`src/design/cbm_pkg.sv`:
```
// shared types and constants for the cartridge bank mapper
package cbm_pkg;

	// width of the mapped rom bank index
	localparam int ROM_BANK_BITS = 7;

	// target region codes
	typedef enum logic [1:0] {
		REGION_ROM      = 2'd0,
		REGION_EXT_RAM  = 2'd1,
		REGION_INTERNAL = 2'd2,
		REGION_REJECTED = 2'd3
	} region_t;

	// configuration register indexes
	typedef enum logic [1:0] {
		CFG_ROM_BANK_MASK       = 2'd0,
		CFG_UPPER_ROM_BANK_MASK = 2'd1,
		CFG_RAM_BANK_MASK       = 2'd2,
		CFG_RAM_PRESENT         = 2'd3
	} cfg_index_t;

	// bus access codes
	localparam logic OP_READ  = 1'b0;
	localparam logic OP_WRITE = 1'b1;

	// ram enable key in the low nibble
	localparam logic [3:0] RAM_ENABLE_KEY = 4'hA;

endpackage

```
`src/design/cartridge_bank_mapper.sv`:
```
// cartridge bank mapper: classifies cpu bus requests and maps rom and ram banks
//
// Input channel s_axis: one cpu bus request per transfer. tdata carries the
// address and the write byte, tuser the access kind (read or write).
// Output channel m_axis: one result per request, in order. tuser carries the
// target region, tdata the physical offset and the write strobe.
// The config port (cfg_we, cfg_index, cfg_data) loads the rom and ram bank
// masks and the ram present flag; the user must write it only while the
// block is idle, which the block does not enforce. A request is captured in
// the input register; the region decode, bank register update and offset
// build then feed the result register. A request can be accepted every
// cycle unless stalled; the bank registers are updated as a request leaves
// the input stage, so the request behind it already sees the new mapping.
// Reset clears the control registers, the masks and both stage valids; the
// switchable rom window starts at bank 1.
// When the receiver stalls, the result register holds and the input stage
// fills; s_axis_tready drops only while both are occupied and stalled.
module cartridge_bank_mapper
	import cbm_pkg::*;
(
	input  logic        clk,
	input  logic        arst_n,
	// config write port
	input  logic        cfg_we,
	input  logic [1:0]  cfg_index,
	input  logic [4:0]  cfg_data,
	// request input
	input  logic        s_axis_tvalid,
	output logic        s_axis_tready,
	input  logic [23:0] s_axis_tdata,   // address [15:0], data [23:16]
	input  logic        s_axis_tuser,   // op
	// result output
	output logic        m_axis_tvalid,
	input  logic        m_axis_tready,
	output logic [23:0] m_axis_tdata,   // phys_addr [20:0], mem_write [21], zero [23:22]
	output logic [1:0]  m_axis_tuser    // region
);

	// configuration registers
	logic [4:0] rom_bank_mask_q;
	logic [1:0] upper_rom_bank_mask_q;
	logic [1:0] ram_bank_mask_q;
	logic       ram_present_q;

	// controller state
	logic                     ram_enabled_q;
	logic [4:0]               primary_bank_q;
	logic [1:0]               secondary_bank_q;
	logic                     advanced_mode_q;
	logic [ROM_BANK_BITS-1:0] low_window_bank_q;
	logic [ROM_BANK_BITS-1:0] high_window_bank_q;
	logic [1:0]               ram_window_bank_q;

	// input stage
	logic        valid_s1;
	logic        op_s1;
	logic [15:0] address_s1;
	logic [7:0]  data_s1;

	// result stage
	logic        valid_s2;
	region_t     region_s2;
	logic [20:0] phys_addr_s2;
	logic        mem_write_s2;

	logic advance;

	// next values from the decode
	region_t                  region_d;
	logic [20:0]              phys_addr_d;
	logic                     mem_write_d;
	logic                     ram_enabled_d;
	logic [4:0]               primary_bank_d;
	logic [1:0]               secondary_bank_d;
	logic                     advanced_mode_d;
	logic                     remap_rom;
	logic                     remap_ram;
	logic [4:0]               rom_sel;
	logic [6:0]               rom_upper;
	logic [6:0]               high_full;
	logic [6:0]               low_full;
	logic [1:0]               ram_bank_d;
	logic [ROM_BANK_BITS-1:0] rom_bank;

	// handshake
	assign advance       = valid_s1 && (!valid_s2 || m_axis_tready);
	assign s_axis_tready = !valid_s1 || advance;

	// config writes
	always_ff @(posedge clk or negedge arst_n) begin
		if (!arst_n) begin
			rom_bank_mask_q       <= '0;
			upper_rom_bank_mask_q <= '0;
			ram_bank_mask_q       <= '0;
			ram_present_q         <= 1'b0;
		end else if (cfg_we) begin
			case (cfg_index)
				CFG_ROM_BANK_MASK:       rom_bank_mask_q       <= cfg_data;
				CFG_UPPER_ROM_BANK_MASK: upper_rom_bank_mask_q <= cfg_data[1:0];
				CFG_RAM_BANK_MASK:       ram_bank_mask_q       <= cfg_data[1:0];
				CFG_RAM_PRESENT:         ram_present_q         <= cfg_data[0];
				default: ;
			endcase
		end
	end

	// decode and bank register update
	always_comb begin
		region_d         = REGION_INTERNAL;
		phys_addr_d      = {5'd0, address_s1};
		mem_write_d      = 1'b0;
		ram_enabled_d    = ram_enabled_q;
		primary_bank_d   = primary_bank_q;
		secondary_bank_d = secondary_bank_q;
		advanced_mode_d  = advanced_mode_q;
		remap_rom        = 1'b0;
		remap_ram        = 1'b0;
		rom_bank         = address_s1[14] ? high_window_bank_q : low_window_bank_q;

		if (!address_s1[15]) begin
			region_d = REGION_ROM;
			if (op_s1 == OP_WRITE) begin
				case (address_s1[14:13])
					2'd0: ram_enabled_d = (data_s1[3:0] == RAM_ENABLE_KEY);
					2'd1: begin
						primary_bank_d = data_s1[4:0];
						remap_rom      = 1'b1;
					end
					2'd2: begin
						secondary_bank_d = data_s1[1:0];
						remap_rom        = 1'b1;
						remap_ram        = ram_present_q;
					end
					default: begin
						advanced_mode_d = data_s1[0];
						remap_rom       = 1'b1;
						remap_ram       = ram_present_q;
					end
				endcase
			end else begin
				phys_addr_d = 21'({rom_bank, address_s1[13:0]});
			end
		end else if (address_s1[15:13] == 3'b101) begin
			region_d    = REGION_EXT_RAM;
			phys_addr_d = {6'd0, ram_window_bank_q, address_s1[12:0]};
			mem_write_d = (op_s1 == OP_WRITE) && ram_enabled_q;
		end else if ((op_s1 == OP_WRITE) && (address_s1 >= 16'hFEA0)
				&& (address_s1 < 16'hFF00)) begin
			region_d = REGION_REJECTED;
		end else begin
			mem_write_d = op_s1;
		end

		// mapped bank indices from the updated registers
		rom_sel    = (primary_bank_d == 5'd0) ? 5'd1 : primary_bank_d;
		rom_upper  = {secondary_bank_d & upper_rom_bank_mask_q, 5'd0};
		high_full  = {2'd0, rom_sel & rom_bank_mask_q} | rom_upper;
		low_full   = advanced_mode_d ? (rom_upper & 7'b1100000) : 7'd0;
		ram_bank_d = advanced_mode_d ? (secondary_bank_d & ram_bank_mask_q) : 2'd0;
	end

	// input register
	always_ff @(posedge clk or negedge arst_n) begin
		if (!arst_n) begin
			valid_s1 <= 1'b0;
		end else if (s_axis_tready) begin
			valid_s1 <= s_axis_tvalid;
		end
	end

	always_ff @(posedge clk) begin
		if (s_axis_tready && s_axis_tvalid) begin
			op_s1      <= s_axis_tuser;
			address_s1 <= s_axis_tdata[15:0];
			data_s1    <= s_axis_tdata[23:16];
		end
	end

	// controller state, updated as a request leaves the input stage
	always_ff @(posedge clk or negedge arst_n) begin
		if (!arst_n) begin
			ram_enabled_q      <= 1'b0;
			primary_bank_q     <= '0;
			secondary_bank_q   <= '0;
			advanced_mode_q    <= 1'b0;
			low_window_bank_q  <= '0;
			high_window_bank_q <= ROM_BANK_BITS'(1);
			ram_window_bank_q  <= '0;
		end else if (advance) begin
			ram_enabled_q    <= ram_enabled_d;
			primary_bank_q   <= primary_bank_d;
			secondary_bank_q <= secondary_bank_d;
			advanced_mode_q  <= advanced_mode_d;
			if (remap_rom) begin
				high_window_bank_q <= high_full[ROM_BANK_BITS-1:0];
				low_window_bank_q  <= low_full[ROM_BANK_BITS-1:0];
			end
			if (remap_ram) begin
				ram_window_bank_q <= ram_bank_d;
			end
		end
	end

	// result register
	always_ff @(posedge clk or negedge arst_n) begin
		if (!arst_n) begin
			valid_s2 <= 1'b0;
		end else if (!valid_s2 || m_axis_tready) begin
			valid_s2 <= valid_s1;
		end
	end

	always_ff @(posedge clk) begin
		if (advance) begin
			region_s2    <= region_d;
			phys_addr_s2 <= phys_addr_d;
			mem_write_s2 <= mem_write_d;
		end
	end

	assign m_axis_tvalid = valid_s2;
	assign m_axis_tdata  = {2'b00, mem_write_s2, phys_addr_s2};
	assign m_axis_tuser  = region_s2;

endmodule

```
`config.mk`:
```
export PLATFORM = sky130hd
export DESIGN_NAME = cartridge_bank_mapper
export DESIGN_NICKNAME = d
export VERILOG_FILES = /design/src/design/cbm_pkg.sv /design/src/design/cartridge_bank_mapper.sv
export SDC_FILE = /design/constraint.sdc
export NUM_CORES = 1
export LEC_CHECK = 0
export ABC_AREA = 1
export BUFFER_PORTS_ARGS = -buffer_cell sky130_fd_sc_hd__buf_2
export CORE_MARGIN = 2
export CORE_UTILIZATION = 50
export CTS_CLUSTER_SIZE = 14
export DETAILED_ROUTE_END_ITERATION = 6
export GPL_ROUTABILITY_DRIVEN = 0
export MAX_ROUTING_LAYER = met4
export PLACE_DENSITY = 0.73
export SYNTH_ARGS = -nofsm -noshare
export SYNTH_HDL_FRONTEND = slang
export SYNTH_SLANG_ARGS = --single-unit
```
`constraint.sdc`:
```
create_clock -name clk -period 3.8 [get_ports clk]
set_input_delay 0.76 -clock clk [delete_from_list [all_inputs] [get_ports clk]]
set_output_delay 0.76 -clock clk [all_outputs]
set_load 0.05 [all_outputs]
```
### Yosys cells after proc, flatten, opt, wreduce, memory -nomap -nowiden

Cells that the tools add are included.

* register bits: 83
* latch bits: 0
* bits in writable memories: 0
* ROM bits: 0
* input port bits: 37
* logic and storage cells: 82
* memories kept: 0

* $add $sub $neg: 0
* multipliers: 0
* divide/modulo/power cells: 0
* magnitude comparators: 2
* equality and inequality tests: 7
* shifts and indexed selects: 0
* muxes and demuxes: 26
* bitwise gates (word level): 5
* reductions and logical operators: 22

Operators by type and width (number)
* 21-bit two-way mux: 2
* 5-bit two-way mux: 4
* 16-bit >= comparator, second input constant: 1
* 16-bit < comparator, second input constant: 1
* 16-bit two-way mux: 1
* 7-bit two-way mux: 2
* 1-bit two-way mux: 13
* 2-bit AND reduction: 6
* 2-bit two-way mux: 4
* 5-bit by 7-bit bitwise OR with 7-bit output: 1
* 2-bit equality test, second input constant: 3
* 5-bit AND: 1
* 1-bit logical AND: 5
* 5-bit zero test: 1
* 2-bit AND: 2
* 2-bit by 1-bit equality test with 1-bit output, second input constant: 2
* 4-bit equality test, second input constant: 1
* 2-bit zero test: 2
* 4-bit AND reduction: 1
* 2-bit OR reduction: 2
* 3-bit equality test, second input constant: 1
* 3-bit OR reduction: 1
* 1-bit zero test: 2
* 1-bit logical OR: 2
* 1-bit NOT: 1

### Longest topological paths before layout

Gate-level depths: netlist of run 1.

* word-level depth: 8
* gate-level depth with buffers: 10
* gate-level depth less buffers: 10

### Worst setup path after synthesis of run 1

No wires, ideal clock.

* kind: input -> register
* start: in m_axis_tready
* end: reg address_s1[0] (enable)
* library setup time: 377 ps
* data arrival time: 1802 ps
* data required time: 3423 ps
* path slack: 1622 ps
* stages: 4
* cell sequence: inv_1 nand3_1 nand2_1 inv_1

* cells in the longest elaborated chain, start to end: 4

RTL lines
* start: declaration: line cartridge_bank_mapper.sv:34 `input logic m_axis_tready,`
* 1-bit logical OR: line cartridge_bank_mapper.sv:86 `assign advance = valid_s1 && (!valid_s2 || m_axis_tready);`
* 1-bit logical AND: line cartridge_bank_mapper.sv:86
* 1-bit logical OR: line cartridge_bank_mapper.sv:87 `assign s_axis_tready = !valid_s1 || advance;`
* net s_axis_tready: line cartridge_bank_mapper.sv:29 `output logic s_axis_tready,`
* 1-bit logical AND: line cartridge_bank_mapper.sv:172 `if (s_axis_tready && s_axis_tvalid) begin`
* end signal: assignment: line cartridge_bank_mapper.sv:174 `address_s1 <= s_axis_tdata[15:0];`
* end: declaration: line cartridge_bank_mapper.sv:57 `logic [15:0] address_s1;`

The timed path passes the listed nets, and every way through them passes these cells.
A chain may end at the register's enable or synchronous reset.

### Worst setup path in the final report of run 1

* start: in m_axis_tready
* end: reg primary_bank_q[2]

* cells in the longest elaborated chain, start to end: 2

RTL lines
* 1-bit logical OR: line cartridge_bank_mapper.sv:86
* 1-bit logical AND: line cartridge_bank_mapper.sv:86
* end signal: assignment: line cartridge_bank_mapper.sv:191 `primary_bank_q <= primary_bank_d;`
* end: declaration: line cartridge_bank_mapper.sv:47 `logic [4:0] primary_bank_q;`

No other way between the ends.

==> results of run 1 <==
==> worst reg2reg max path, cell delays in order (launching register included) <==
cell and delay, ns:
dfrtp_1 0.40, nand2_1 0.09, nand2_1 0.24, inv_1 0.64
buf_4 0.36, nor2_1 0.07, a31oi_1 0.17
==> routing by layer <==
layer / GRT usage [%] / vias up / part of all wire (%)
met5: - / - / 0
met4: 9.00 / 0 / 2.5
met3: 5.33 / 13 / 4.4
met2: 29.6 / 58 / 49
met1: 24.2 / 962 / 44
li1: - / 975 / -
==> cell type report <==
class	instances	share of cell area, %
repair buffers	60	8.34
multi-input cells	143	20.7
well taps	75	2.59
clock buffers	11	3.90
flip-flops and latches	78	60.2
inverters	22	2.28
clock inverters	5	2.03
==> flip-flops by register name (all words and copies together), names as in the netlist, 2 cells and up <==
name,count
upper_rom_bank_mask_q,2
primary_bank_q,5
address_s1,16
ram_bank_mask_q,2
m_axis_tuser,2
phys_addr_s2,21
ram_window_bank_q,2
rom_bank_mask_q,5
secondary_bank_q,2
high_window_bank_q,7
low_window_bank_q,2
data_s1,5
==> per-stage QoR <==
step | setup WS (ns) | instance area, um^2 | util [%] | cells
after floorplan | 1.62 | 3070 | - | 249
after global placement | 1.30 | 3410 | 57.7 | 378
after detailed placement | 1.27 | 3410 | 57.7 | 378
after CTS | 1.62 | 3630 | 61.3 | 394
after global routing | 1.46 | 3630 | 61.3 | 394
final | 1.64 | 3630 | 61.3 | 394
==> cells by family (layout without fill, tap and decap cells) <==
| group | count (synthesis) | after routing | share of synthesized area (%) |
|---|---|---|---|
| other cells | 1 | 2 | 0.122 |
| buf+inv | 28 | 98 | 4.33 |
| flops | 78 | 78 | 71.3 |
| mux | 3 | 3 | 1.10 |
| compound gates | 34 | 34 | 6.33 |
| simple gates | 104 | 104 | 16.8 |
==> cells in the mapped netlist, types with 2 or more instances <==
cell type   n  area [um^2]
o21ai_2     4         35.0
nand3_1    18         90.1
a21oi_1     3         15.0
nand2_4     2         22.5
dfrtp_1    31          776
nor3_1      4         20.0
buf_6       2         22.5
mux2_2      3         33.8
nor2_2      4         25.0
nand2_2     4         25.0
nand2_1    51          191
nor2_1     14         52.6
inv_1      19         71.3
inv_2       3         11.3
o21ai_0    18         90.1
buf_4       3         22.5
o21ai_1     3         15.0
edfxtp_1   46         1380
a31oi_1     4         25.0
==> worst min path at each step <==
stage	to	slack (ns)	cells after the start
after floorplan	phys_addr_s2[0]	0.40	0
after global placement	phys_addr_s2[4]	0.40	0
after detailed placement	phys_addr_s2[2]	0.41	0
after CTS	phys_addr_s2[3]	0.43	0
after global routing	phys_addr_s2[0]	0.43	0
final	phys_addr_s2[0]	0.43	0
==> cell usage in the layout, fill, tap and decap left out, types with 2 or more instances in the layout <==
cell type / Yosys / final
bufinv_16: 0 / 2
mux2_2: 3 / 3
inv_2: 3 / 3
a21oi_1: 3 / 3
o21ai_2: 4 / 4
nor2_1: 14 / 14
clkbuf_8: 0 / 10
nor3_1: 4 / 4
nor2_2: 4 / 4
nand3_1: 18 / 18
clkinv_2: 0 / 2
o21ai_1: 3 / 3
dfrtp_1: 31 / 31
nand2_1: 51 / 51
conb_1: 1 / 2
buf_2: 1 / 59
nand2_4: 2 / 2
inv_1: 19 / 19
o21ai_0: 18 / 18
nand2_2: 4 / 4
a31oi_1: 4 / 4
edfxtp_1: 46 / 46
==> where the power goes <==
part           leakage (nW)  internal, W  total, W  switching, W
clock network         0.111     0.000384  0.000671      0.000288
registers             0.843      0.00106   0.00113     0.0000703
logic                 0.618     0.000121  0.000437      0.000316
==> flow_metrics.env, run 1 <==
export IMPL_status="completed"
export IMPL_slew_headroom_pct=43.3
export IMPL_ctsHoldBuffers=0
export IMPL_setup_tns_ns=0
export IMPL_area_growth_pct=18.5
export IMPL_end_kind="register"
export IMPL_grt_overflow_total=0
export IMPL_holdWs_ns=0.428
export IMPL_grt_pass1_vias=1929
export IMPL_ff2ff_setup_slack_ns=1.74
export IMPL_p_leak_nw=1.57
export IMPL_cp_arrival_ns=2.43
export IMPL_ys_seq_area_share_pct=71.3
export IMPL_cts_root_buf="clkbuf_8"
export IMPL_grt_first_pass_wirelength_mm=9.14
export IMPL_synth_edf_count=46
export IMPL_startpoint_type="input port"
export IMPL_max_stage_delay_ns=0.64
export IMPL_ys_seq_elements=78
export IMPL_multi_input_area_um2=751
export IMPL_path_class="in2reg"
export IMPL_grt_start_max_net_pins=33
export IMPL_skew_ns=0.00501
export IMPL_r2r_end="primary_bank_q[2]"
export IMPL_reg2regPathDepth=6
export IMPL_die_w_um=82.3
export IMPL_drt_iter0_drc=108
export IMPL_core_mm2=0.00592
export IMPL_synthFlopType="edfxtp_1"
export IMPL_wl_per_cell_um=13.9
export IMPL_worstHoldStart="address_s1[0]"
export IMPL_ys_warnings_count=0
export IMPL_cp_top_family="buffers and inverters"
export IMPL_clock_latency_ns=0.35
export IMPL_antenna_cells=0
export IMPL_max_vdd_ir_drop_mv=0.376
export IMPL_cp_data_required_time_ns=4.07
export IMPL_r2r_start="m_axis_tvalid"
export IMPL_portBuffers=59
export IMPL_cap_viol_max_count=0
export IMPL_slowest_stage="inv_1"
export IMPL_routed_wl_mm=5.50
export IMPL_hpwlAfterDp_mm=3.88
export IMPL_crit_cells=8
export IMPL_grt_util_all_layers_pct=19.4
export IMPL_cts_tree="yes"
export IMPL_worstPathMaxFanout=19
export IMPL_fillCellCount=484
export IMPL_synthCells=248
export IMPL_routed_via_density=5.10
export IMPL_drive_gt1_share_pct=31.3
export IMPL_ys_types=31
export IMPL_max_freq_mhz=463
export IMPL_die_area_mm2=0.00677
export IMPL_min_period_over_period_pct=56.8
export IMPL_path_cells="buf_2 -> inv_1 -> nand2_1 -> nand2_1 -> inv_1 -> buf_4 -> nor2_1 -> a31oi_1"
export IMPL_vias=2008
export IMPL_start_util_pct=51.7
export IMPL_post_cts_resized=0
export IMPL_min_period_ns=2.16
export IMPL_total_power_w=0.00224
export IMPL_die_h_um=82.3
export IMPL_rows=28
export IMPL_power_density_mw_per_mm2=617
export IMPL_syn_cell_area_mm2=0.00306
export IMPL_crit_buf_inv=4
export IMPL_dr_pass1_iters=4
export IMPL_crit_start="m_axis_tready"
export IMPL_htreeDepth=3
export IMPL_hold_class="reg2reg"
export IMPL_post_cts_setup_buffer_count=0
export IMPL_final_hold_viol_count=0
export IMPL_regArea_mm2=0.00218
export IMPL_worstMarginPinSlew_ns=0.849
export IMPL_antenna_found_initial=0
export IMPL_slew_violations=0
export IMPL_rsz0062_at_grt="no"
export IMPL_drc=0
export IMPL_ant_nets=0
export IMPL_ys_async_sr_fraction_pct=41.0
export IMPL_cts_sinks=78
export IMPL_numCtsBuffers=9
export IMPL_cts_path_max_buffers=2
export IMPL_ios=65
export IMPL_synth_area_per_cell_um2=12.4
export IMPL_setup_violations=0
export IMPL_nets=351
export IMPL_clk_pin_slew_ns=0.08
export IMPL_endpoint="primary_bank_q[2]"
No activity file was read; power rests on OpenSTA's default activity.
==> run 2, diff against run 1 <==
ABC_AREA = 0   (was 1)
clock period = 2.07 ns   (was 3.8 ns; I/O delays follow)
==> flow_metrics.env, run 2 <==
export IMPL_core_mm2=0.00592
export IMPL_cp_arrival_ns=1.29
export IMPL_max_vdd_ir_drop_mv=0.536
export IMPL_cts_path_max_buffers=2
export IMPL_max_freq_mhz=586
export IMPL_grt_first_pass_wirelength_mm=8.05
export IMPL_end_kind="output port"
export IMPL_synth_xor_area_share_pct=0
export IMPL_syn_cell_area_mm2=0.00307
export IMPL_ant_nets=0
export IMPL_netlist_area_leader_share_pct=45.0
export IMPL_setup_tns_ns=0
export IMPL_synth_adder_area_share_pct=0
export IMPL_synth_top_family_by_area="simple AND/OR/NAND/NOR gates"
export IMPL_skew_ns=0.00672
export IMPL_cp_data_required_time_ns=1.66
export IMPL_start_util_pct=51.8
export IMPL_slew_headroom_pct=53.5
export IMPL_vias=1771
export IMPL_final_cell_area_mm2=0.00365
export IMPL_synthFlopType="edfxtp_1"
export IMPL_grt_overflow_total=0
export IMPL_startpoint_type="register"
export IMPL_final_common_cell="buf_2"
export IMPL_min_period_ns=1.71
export IMPL_post_cts_resized=0
export IMPL_die_h_um=82.3
export IMPL_ys_types=47
export IMPL_ys_async_sr_fraction_pct=41.0
export IMPL_drt_iter0_drc=106
export IMPL_cts_root_buf="clkbuf_8"
export IMPL_synth_simple_area_share_pct=11.6
export IMPL_path_class="reg2out"
export IMPL_ys_warnings_count=0
export IMPL_post_cts_setup_buffer_count=0
export IMPL_total_power_w=0.00365
export IMPL_antenna_found_initial=0
export IMPL_largest_reg_flops=21
export IMPL_cts_tree="yes"
export IMPL_power_density_mw_per_mm2=1000
export IMPL_min_period_over_period_pct=82.5
export IMPL_routed_wl_mm=5.00
export IMPL_synth_compound_area_share_pct=5.63
export IMPL_synth_commonest_cells="46 x edfxtp_1, 31 x dfrtp_1, 14 x nand2_1"
export IMPL_antenna_cells=0
export IMPL_setup_violations=0
export IMPL_yosysMostFrequentCell="edfxtp_1"
export IMPL_top_register="phys_addr_s2"
export IMPL_ys_seq_elements=78
export IMPL_rows=28
export IMPL_ys_seq_area_share_pct=71.2
export IMPL_grt_pass1_vias=1723
export IMPL_drc=0
export IMPL_status="completed"
export IMPL_final_hold_viol_count=0
export IMPL_biggestRegsByFlops="phys_addr_s2 x21, address_s1 x16, high_window_bank_q x7"
export IMPL_die_area_mm2=0.00678
export IMPL_grt_util_all_layers_pct=16.9
export IMPL_numCtsBuffers=9
export IMPL_worstPathMaxFanout=8
export IMPL_synth_edf_count=46
export IMPL_ios=65
export IMPL_routed_via_density=5.16
export IMPL_hold_class="in2async"
export IMPL_clk_pin_slew_ns=0.07
export IMPL_final_cell_mix="59 x buf_2, 46 x edfxtp_1, 31 x dfrtp_1"
export IMPL_ctsHoldBuffers=0
export IMPL_hpwlAfterDp_mm=3.63
export IMPL_rsz0062_at_grt="no"
export IMPL_worstMarginPinSlew_ns=0.697
export IMPL_slew_violations=0
export IMPL_dr_pass1_iters=4
export IMPL_grt_start_max_net_pins=33
export IMPL_die_w_um=82.3
export IMPL_place_area_mm2=0.00344
export IMPL_area_growth_pct=18.9
export IMPL_wl_per_cell_um=14.6
export IMPL_drive_gt1_share_pct=36.9
export IMPL_synthCells=198
export IMPL_synth_area_mux_share_pct=8.81
export IMPL_cap_viol_max_count=0
export IMPL_nets=301
export IMPL_cts_sinks=78
export IMPL_synthTopCellsByArea="edfxtp_1 45%, dfrtp_1 25%, mux2_2 4.0%, mux2i_1 2.9%, mux2_1 1.8%"
export IMPL_p_leak_nw=1.50
export IMPL_synth_top_cell_by_area="edfxtp_1"
export IMPL_clock_latency_ns=0.34
export IMPL_portBuffers=59
export IMPL_synth_area_per_cell_um2=15.5
export IMPL_htreeDepth=3
## run 2: cell types whose count changed after synthesis, sizes merged, moves of 4 or more
| cell | previous run | this run |
|---|---|---|
| nand2 | 57 | 14 |
| inv | 22 | 4 |
| nand3 | 20 | 2 |
| o21ai | 25 | 9 |
| nor2 | 20 | 6 |
| mux2 | 3 | 16 |
| mux2i | 0 | 9 |
| a22o | 0 | 4 |
| and3 | 0 | 4 |
| nand3b | 0 | 4 |
## run 2: path summary, 6_finish.rpt
path,start,endpoint,slack (ns),depth (start not counted)
max in group asynchronous,arst_n,rom_bank_mask_q[0],1.50,1
min in group clk,s_axis_tdata[4],address_s1[4],0.24,1
max,valid_s1,s_axis_tready,0.36,2
min reg2reg,address_s1[4],phys_addr_s2[4],0.42,0
min,arst_n,high_window_bank_q[6],0.12,1
max reg2reg,address_s1[13],primary_bank_q[3],0.37,3
## run 2: stage by stage
step	util, %	setup slack, ns	std cells	hold WS [ns]
floorplan	-	0.0669	199	0.118
global placement	58.2	0.398	328	0.401
detailed placement	58.2	0.379	328	0.409
finish	61.6	0.363	343	0.115
CTS	61.6	0.342	343	0.138
global route	61.6	0.273	343	0.176
## run 2: area by class of cell
class	count	area, um^2
fillers	464	2270
flip-flops and latches	78	2180
multi-input cells	107	807
repair buffers	64	345
clock buffers	9	124
well taps	75	93.8
clock inverters	6	77.6
inverters	4	15.0
## run 2: logic make-up after synthesis
kind of cell	count (synthesis)
and+or+nand+nor	57
other	1
AOI/OAI and AO/OA	23
buffers and inverters	14
DFF	78
muxes	25
## run 2: worst max-delay path, cell delays in order, from the launching register on
cell	delay (ns)
dfrtp_1	0.50
nand3b_1	0.17
buf_2	0.28
## run 2: per-layer routing
| metal | GRT usage (%) | wire (um) | up-vias |
|---|---|---|---|
| met4 | 9.50 | 116 | 0 |
| met2 | 25.8 | 2460 | 43 |
| li1 | - | - | 871 |
| met1 | 21.4 | 2240 | 844 |
| met5 | - | 0 | - |
| met3 | 2.93 | 179 | 13 |
## run 2: power breakdown
group	switching (W)	leakage (nW)	internal, W
clock	0.000507	0.104	0.000660
combinational	0.000324	0.543	0.000191
sequential	0.000109	0.848	0.00186
total	0.000939	1.50	0.00271
